## src/design/rpq_pkg.sv

```systemverilog
// ----------------------------------------------------------------------------
// rpq_pkg: shared types and functions for the RGB palette quantizer
// Holds the palette mode codes, the result record and the per-channel
// quantizing functions used by the datapath.
// ----------------------------------------------------------------------------
package rpq_pkg;

    localparam int unsigned ChanWidth = 8;
    localparam int unsigned LumaWidth = 15;

    typedef logic [ChanWidth-1:0] chan_t;
    typedef logic [LumaWidth-1:0] luma_t;

    typedef enum logic [1:0] {
        MODE_MONO    = 2'd0,
        MODE_SIXTEEN = 2'd1,
        MODE_CUBE    = 2'd2,
        MODE_GRAY    = 2'd3
    } palette_mode_t;

    typedef struct packed {
        chan_t red;
        chan_t green;
        chan_t blue;
        chan_t index;
    } rpq_result_t;

    localparam luma_t MonoThreshold = 15'd12800;

    localparam chan_t LevelZero = 8'h00;
    localparam chan_t LevelHalf = 8'h80;
    localparam chan_t LevelFull = 8'hff;
    localparam chan_t LevelLow  = 8'h55;
    localparam chan_t LevelHigh = 8'haa;

    // Luma scaled by 100: 30*r + 59*g + 11*b.
    function automatic luma_t luma100(input chan_t r, input chan_t g, input chan_t b);
        logic [LumaWidth-1:0] rr;
        logic [LumaWidth-1:0] gg;
        logic [LumaWidth-1:0] bb;
        rr = LumaWidth'(r) * LumaWidth'(30);
        gg = LumaWidth'(g) * LumaWidth'(59);
        bb = LumaWidth'(b) * LumaWidth'(11);
        return rr + gg + bb;
    endfunction

    // Division by 100 as a multiplication by a reciprocal; exact for all luma values.
    function automatic chan_t luma_div100(input luma_t l);
        logic [27:0] prod;
        prod = 28'(l) * 28'd5243;
        return prod[26:19];
    endfunction

    function automatic chan_t level3(input chan_t c);
        chan_t q;
        if (c < LevelLow) begin
            q = LevelZero;
        end else if (c < LevelHigh) begin
            q = LevelHalf;
        end else begin
            q = LevelFull;
        end
        return q;
    endfunction

    // Nearest multiple of 51, returned as the step number 0..5.
    function automatic logic [2:0] rb_step(input chan_t c);
        logic [2:0] s;
        s = 3'd0;
        if (c >= 8'd26)  s = 3'd1;
        if (c >= 8'd77)  s = 3'd2;
        if (c >= 8'd128) s = 3'd3;
        if (c >= 8'd179) s = 3'd4;
        if (c >= 8'd230) s = 3'd5;
        return s;
    endfunction

    // Nearest multiple of 42, returned as the step number 0..6.
    function automatic logic [2:0] g_step(input chan_t c);
        logic [2:0] s;
        s = 3'd0;
        if (c >= 8'd21)  s = 3'd1;
        if (c >= 8'd63)  s = 3'd2;
        if (c >= 8'd105) s = 3'd3;
        if (c >= 8'd147) s = 3'd4;
        if (c >= 8'd189) s = 3'd5;
        if (c >= 8'd231) s = 3'd6;
        return s;
    endfunction

endpackage

```

## src/design/rpq_quant.sv

```systemverilog
// ----------------------------------------------------------------------------
// rpq_quant: palette quantizing datapath
// Maps one registered pixel to its palette colour and index for the
// selected palette mode.
// ----------------------------------------------------------------------------
module rpq_quant
    import rpq_pkg::*;
(
    input  palette_mode_t mode,
    input  chan_t         red,
    input  chan_t         green,
    input  chan_t         blue,
    output rpq_result_t   result
);

    luma_t      luma;
    chan_t      gray;
    chan_t      qr;
    chan_t      qg;
    chan_t      qb;
    logic       any_full;
    logic       any_half;
    logic [2:0] rs;
    logic [2:0] gs;
    logic [2:0] bs;

    assign luma = luma100(red, green, blue);
    assign gray = luma_div100(luma);
    assign qr   = level3(red);
    assign qg   = level3(green);
    assign qb   = level3(blue);
    assign rs   = rb_step(red);
    assign gs   = g_step(green);
    assign bs   = rb_step(blue);

    assign any_full = (qr == LevelFull) || (qg == LevelFull) || (qb == LevelFull);
    assign any_half = (qr == LevelHalf) || (qg == LevelHalf) || (qb == LevelHalf);

    always_comb
    begin
        result = '0;
        case (mode)
            MODE_MONO:
            begin
                if (luma < MonoThreshold) begin
                    result = '0;
                end else begin
                    result.red   = LevelFull;
                    result.green = LevelFull;
                    result.blue  = LevelFull;
                    result.index = 8'd1;
                end
            end
            MODE_SIXTEEN:
            begin
                result.red   = (any_full && qr == LevelHalf) ? LevelZero : qr;
                result.green = (any_full && qg == LevelHalf) ? LevelZero : qg;
                result.blue  = (any_full && any_half && qb == LevelHalf) ? LevelZero : qb;
                result.index = 8'd0;
            end
            MODE_CUBE:
            begin
                result.red   = 8'(rs) * 8'd51;
                result.green = 8'(gs) * 8'd42;
                result.blue  = 8'(bs) * 8'd51;
                result.index = 8'(bs) * 8'd42 + 8'(gs) * 8'd6 + 8'(rs);
            end
            MODE_GRAY:
            begin
                result.red   = gray;
                result.green = gray;
                result.blue  = gray;
                result.index = gray;
            end
            default:
            begin
                result = '0;
            end
        endcase
    end

endmodule

```

## src/design/rgb_palette_quantizer.sv

```systemverilog
// ----------------------------------------------------------------------------
// rgb_palette_quantizer: RGB pixel to fixed palette quantizer
// Takes one pixel per transaction and returns its palette colour and index.
// ----------------------------------------------------------------------------
// The input channel (in_valid, in_stall, red_in, green_in, blue_in) takes one
// pixel per transaction. The output channel (out_valid, out_stall, red_out,
// green_out, blue_out, palette_index) returns exactly one result for each
// pixel, in order.
// The palette is chosen by the configuration channel (cfg_valid, cfg_ready,
// cfg_data): 0 mono, 1 sixteen colour, 2 cube, 3 gray ramp. cfg_ready is
// always high; the mode should only be changed while no pixel is in flight.
// A pixel passes an input register and then a result register, with the
// quantizing logic between the two registers. One pixel is accepted
// every cycle while in_stall is low.
// Reset empties both registers and sets the mode to mono. When the receiver
// stalls, the result holds; the input register still fills, and in_stall
// rises only when both registers are full and the output is stalled.
// ----------------------------------------------------------------------------
module rgb_palette_quantizer
    import rpq_pkg::*;
(
    input  logic       clk,
    input  logic       rst_n,
    input  logic       in_valid,
    output logic       in_stall,
    input  logic [7:0] red_in,
    input  logic [7:0] green_in,
    input  logic [7:0] blue_in,
    output logic       out_valid,
    input  logic       out_stall,
    output logic [7:0] red_out,
    output logic [7:0] green_out,
    output logic [7:0] blue_out,
    output logic [7:0] palette_index,
    input  logic       cfg_valid,
    output logic       cfg_ready,
    input  logic [1:0] cfg_data
);

    palette_mode_t mode_reg;
    logic          in_valid_reg;
    chan_t         red_reg;
    chan_t         green_reg;
    chan_t         blue_reg;
    logic          out_valid_reg;
    rpq_result_t   result_reg;
    rpq_result_t   result_next;
    logic          adv_out;
    logic          adv_in;

    assign adv_out   = !out_valid_reg || !out_stall;
    assign adv_in    = !in_valid_reg || adv_out;
    assign in_stall  = !adv_in;
    assign cfg_ready = 1'b1;

    rpq_quant u_quant (
        .mode   (mode_reg),
        .red    (red_reg),
        .green  (green_reg),
        .blue   (blue_reg),
        .result (result_next)
    );

    always_ff @(posedge clk or negedge rst_n)
    begin
        if (!rst_n) begin
            mode_reg      <= MODE_MONO;
            in_valid_reg  <= 1'b0;
            out_valid_reg <= 1'b0;
        end else begin
            if (cfg_valid && cfg_ready) begin
                mode_reg <= palette_mode_t'(cfg_data);
            end
            if (adv_in) begin
                in_valid_reg <= in_valid;
            end
            if (adv_out) begin
                out_valid_reg <= in_valid_reg;
            end
        end
    end

    always_ff @(posedge clk)
    begin
        if (adv_in && in_valid) begin
            red_reg   <= red_in;
            green_reg <= green_in;
            blue_reg  <= blue_in;
        end
        if (adv_out && in_valid_reg) begin
            result_reg <= result_next;
        end
    end

    assign out_valid     = out_valid_reg;
    assign red_out       = result_reg.red;
    assign green_out     = result_reg.green;
    assign blue_out      = result_reg.blue;
    assign palette_index = result_reg.index;

endmodule

```

## config.mk

```make
export PLATFORM = sky130hd
export DESIGN_NAME = rgb_palette_quantizer
export DESIGN_NICKNAME = d
export VERILOG_FILES = /design/src/design/rpq_pkg.sv /design/src/design/rpq_quant.sv /design/src/design/rgb_palette_quantizer.sv
export SDC_FILE = /design/constraint.sdc
export NUM_CORES = 1
export LEC_CHECK = 0
export ABC_AREA = 1
export BUFFER_PORTS_ARGS = -buffer_cell sky130_fd_sc_hd__buf_2
export CAP_MARGIN = 15
export CORE_MARGIN = 4
export CORE_UTILIZATION = 40
export CTS_BUF_LIST = sky130_fd_sc_hd__clkbuf_8
export CTS_CLUSTER_SIZE = 16
export DETAILED_ROUTE_END_ITERATION = 16
export GPL_TIMING_DRIVEN = 0
export SYNTH_ARGS = -nofsm -noshare
export SYNTH_HDL_FRONTEND = slang
export SYNTH_SLANG_ARGS = --single-unit
```

## constraint.sdc

```tcl
create_clock -name clk -period 10.7 [get_ports clk]
set_input_delay 0 -clock clk [delete_from_list [all_inputs] [get_ports clk]]
set_output_delay 0 -clock clk [all_outputs]
set_load 0.005 [all_outputs]
```

Yosys cells after proc, flatten, opt, wreduce, memory -nomap -nowiden
Cells that the tools add are included.
Widths: inputs -> output; s select.

word-level totals
  bits in registers = 60
  latch bits = 0
  RAM bits = 0
  ROM bits = 0
  output and inout port bits = 35
  memories = 0

operators by class
  add/sub/neg operators = 4
  $mul = 9
  div/mod/pow operators = 0
  order comparisons = 23
  equality and inequality tests = 9
  shift-type cells = 0
  mux-type cells = 27
  bitwise logic cells = 0
  reductions and logical operators = 17

operators with widths
  kind                    number
  $pmux 32 s4             1
  $ge 8x8->1 const B      9
  $eq 8x8->1 const B      6
  $mux 8                  6
  $mux 32                 1
  $mul 15x13->27 const B  1
  $ge 8x5->1 const B      3
  $ge 8x7->1 const B      3
  $lt 8x7->1 const B      3
  $lt 8x8->1 const B      3
  $mul 8x4->12 const B    2
  $mux 3                  7
  $mux 7                  3
  $mul 3x6->8 const B     2
  $add 13x14->15          1
  $add 15x12->15          1
  $lt 15x14->1 const B    1
  $mul 3x5->7 const B     2
  $mul 8x6->14 const B    1
  $mux 2                  6
  $add 8x3->8             1
  $add 8x6->8             1
  $ge 8x6->1 const B      1
  $logic_and 1x1->1       6
  7 further kinds         18

Logic depth before layout (Yosys ltp)
  depth in word-level cells = 11
  gate-level depth with buffers = 49
  depth with buffers taken out = 49

By module
From an unflattened synthesis, not the netlist that was laid out.

unflattened totals
  cells, all modules = 1,358
  area, all modules = 11,375.9 um^2

modules (own cells, without submodules)
  module                 instances  cells each  area an instance (um^2)  seq. area each (um^2)
  rpq_quant              1          1,280       9,512.9                  0.0
  rgb_palette_quantizer  1          78          1,863.0                  1,781.7

Worst setup path before layout
Ideal clock, no wire load.

  path type = register to register
  start = register red_reg[5]
  end = register result_reg (netlist bit palette_index[3]), data pin
  setup time = 0.266 ns
  data arrival time = 8.809 ns
  setup slack = 1.625 ns
  cell stages (with the launch flop) = 43
  cells stage by stage = edfxtp_1 inv_1 fa_1 fa_1 inv_1 ha_1 a21oi_1 o21ai_0 a21oi_1 nor2_1 nor2_1 xor2_1 inv_1 ha_1 inv_1 fa_1 fa_1 inv_1 [7 not listed] inv_2 fa_1 inv_1 ha_1 fa_1 fa_1 inv_1 fa_1 inv_1 ha_1 nand2_1 nand2_1 a21boi_0 nor2_1 nor2_1 nand4_1 nand3_1 o21ai_0

RTL lines
  item                    line                         source
  start, declared         rgb_palette_quantizer.sv:42  chan_t red_reg;
  start signal, assigned  rgb_palette_quantizer.sv:86  red_reg <= red_in;
  end signal, assigned    rgb_palette_quantizer.sv:91  result_reg <= result_next;
  end, declared           rgb_palette_quantizer.sv:46  rpq_result_t result_reg;

==> impl_results.md <==
- Status: finished clean
- Number of global-route vias before repair: 8757
- # fillers: 2783
- CTS Sinks: 60
- Synth warn: 0
- RSZ-0062 raised after global routing: false
- Core Box Area: 27780 um^2
- Diode count: 0
- Hold Fails Final Rpt: 0
- H-tree levels: 3
- Net count reported at finish: 1859
- Clock root buffer: clkbuf_8
- Commonest non-fill, non-tap cell in the layout: inv_1
- First-pass GRT wire length: 43.93 mm
- Tmin final: 9.993 ns
- Number of synthesized flops with an enable pin: 56
- Worst skew pair latency: 0.34 ns
- All-Layer GR Usage: 17.47%
- Cell variety after synth: 38
- Main area contributors after synthesis: ha_1 (24%), fa_1 (23%), edfxtp_1 (15%)
- Drt drc: 0
- Routability cong.: 0.9134
- Setup Viol. Count Final: 0
- Most frequent cells in the layout: inv_1 (359), nand2_1 (243), ha_1 (218)
- Top cell type by total area after synthesis: ha_1
- Die Y: 175.9 um
- Post-Route WL: 25.95 mm
- Area grow syn2layout: 12.74%
- Ys async rst share: 6.667%
- Vias per inst: 4.723
- Layout cell share with drive strength beyond 1: 7.817%
- Period utilization: 93.39%
- Max_slew headroom: 35.74%
- Post-Syn Area per Cell: 8.293 um^2
- Most frequent CP cell: inv_1
- CTS clk-pin slew, worst paths: 0.08 ns
- Slew @ Worst Pin: 0.9617 ns
- Via count: 8795
- GRT Residual Overflow: 0
- Num rows: 61
- CP Capture Type: flip-flop
- CP peak stage delay: 0.55 ns
- CP top delay family: adder cells
- DRT iter0 DRCs: 507
- Antenna viol nets, final: 0
- Initial cell density of the core: 40.60%
- Antenna violations before repair: 0
- Worst path arrival time: 10.05 ns
- TNS Setup: 0 ns
- Pins Over Slew Limit: 0
- Crit path launch type: flip-flop
- Clock skew: 0.01282 ns
- Syn Inst Count: 1360
- F_max: 0.1001 GHz
- Worst EP required: 10.75 ns
- Die X: 175.9 um
- Register area share after synthesis: 15.80%
- Setup CP Type: flip-flop to flip-flop
- Worst path slowest cell: fa_1
- Synth Flop Type: edfxtp_1
- Post-DP HPWL: 22.20 mm
- TritonCTS clock tree: built
- DR WL/cell: 13.94 um
- # Max-Cap Violations: 0
- Max Fanout on Critical Path: 7
- Share of the synthesized area in the top cell type: 24.18%
- Num CTS Buffers: 9
- PortBufs: 64
- DIE AREA: 30950 um^2
- First drt pass iteration count: 6
- Min-Delay Path Class: input port to flip-flop
- Buf/Inv on CP: 11
- Syn nets: 1740
- Largest net degree at the start of global routing: 33
- Largest buffer count on any clock path: 2
- # IOs: 66
- Fin Hold WS: 0.3628 ns
- Synthesized area: 11280 um^2
- Synthesized flop and latch total: 60
## what timing repair did
action	CTS	global route
hold endpoints to repair	32	0
setup endpoints to repair	0	32
setup buffers	0	10
hold buffers	34	0
gates resized for setup	0	6
## logic make-up (layout without fill, tap and decap cells)
family | count (synthesis) | after routing | synth area share, %
adders and majority gates | 349 | 349 | 47.44
xor gates and xnor gates | 24 | 24 | 1.930
DFF | 60 | 60 | 15.80
other | 1 | 1 | 0.03325
AOI/OAI and AO/OA | 114 | 114 | 5.503
buffers and inverters | 370 | 494 | 12.48
and+or+nand+nor | 442 | 442 | 16.82
## final timing paths
kind,from,end,slack (ns),cells after the start
worst min-delay path,green_in[7],green_reg[7],0.36,2
worst max register to register,red_reg[3],blue_out[7],0.71,43
min in group asynchronous,rst_n,out_valid,0.59,3
worst max-delay path,red_reg[3],blue_out[7],0.71,43
worst min register to register,in_valid_reg,out_valid,0.53,2
max in group asynchronous,rst_n,mode_reg[1],9.93,3
## per-stage QoR
step | area [um^2] | util [%] | worst slack, ns | std cells
floorplan | 11280 | - | 1.625 | 1360
global placement | 12070 | 43.45 | 0.3424 | 1802
detailed placement | 12080 | 43.49 | 0.2267 | 1802
CTS | 12620 | 45.43 | 0.1832 | 1852
global route | 12710 | 45.77 | 0.02103 | 1862
finish | 12710 | 45.77 | 0.7068 | 1862
## metal layers
| layer | vias up | track usage, % | routed length, um |
|---|---|---|---|
| met5 | - | 0 | 0 |
| met4 | 0 | 2.014 | 235 |
| met3 | 12 | 2.088 | 887 |
| met2 | 144 | 28.85 | 12060 |
| met1 | 4182 | 25.54 | 12770 |
| li1 | 4457 | - | - |
## final cells by class
type                            instances  area (um^2)  area share, %
Inverter                              365         1380          10.85
Buffer                                  5        37.54         0.2952
Clock inverter                          7        75.07         0.5904
Clock buffer                            9        123.9         0.9742
Multi-Input combinational cell        930         8108          63.77
Tap cell                              378        473.0          3.720
Timing Repair Buffer                  108        735.7          5.786
Sequential cell                        60         1782          14.01
## cell usage after synthesis, types with 2 or more instances
master and count:
xnor2_1 8, a21o_1 5, buf_6 2, nand2_4 2, nor3_1 6, ha_1 218
nand3_1 79, inv_1 363, o21bai_1 4, o21a_1 3, nor2_1 73, clkbuf_1 2
o21ai_0 37, edfxtp_1 56, dfrtp_1 4, inv_2 2, or2_2 2, nand3b_1 10
xor2_1 15, fa_1 131, nand2_2 5, nand4_1 16, a31oi_1 2, nand2_1 243
a21boi_0 2, nor2_2 2, a21oi_1 57
Power is left out: the tool's default activity adds up to more than one toggle a clock period on the data nets, which glitch-free logic cannot reach.
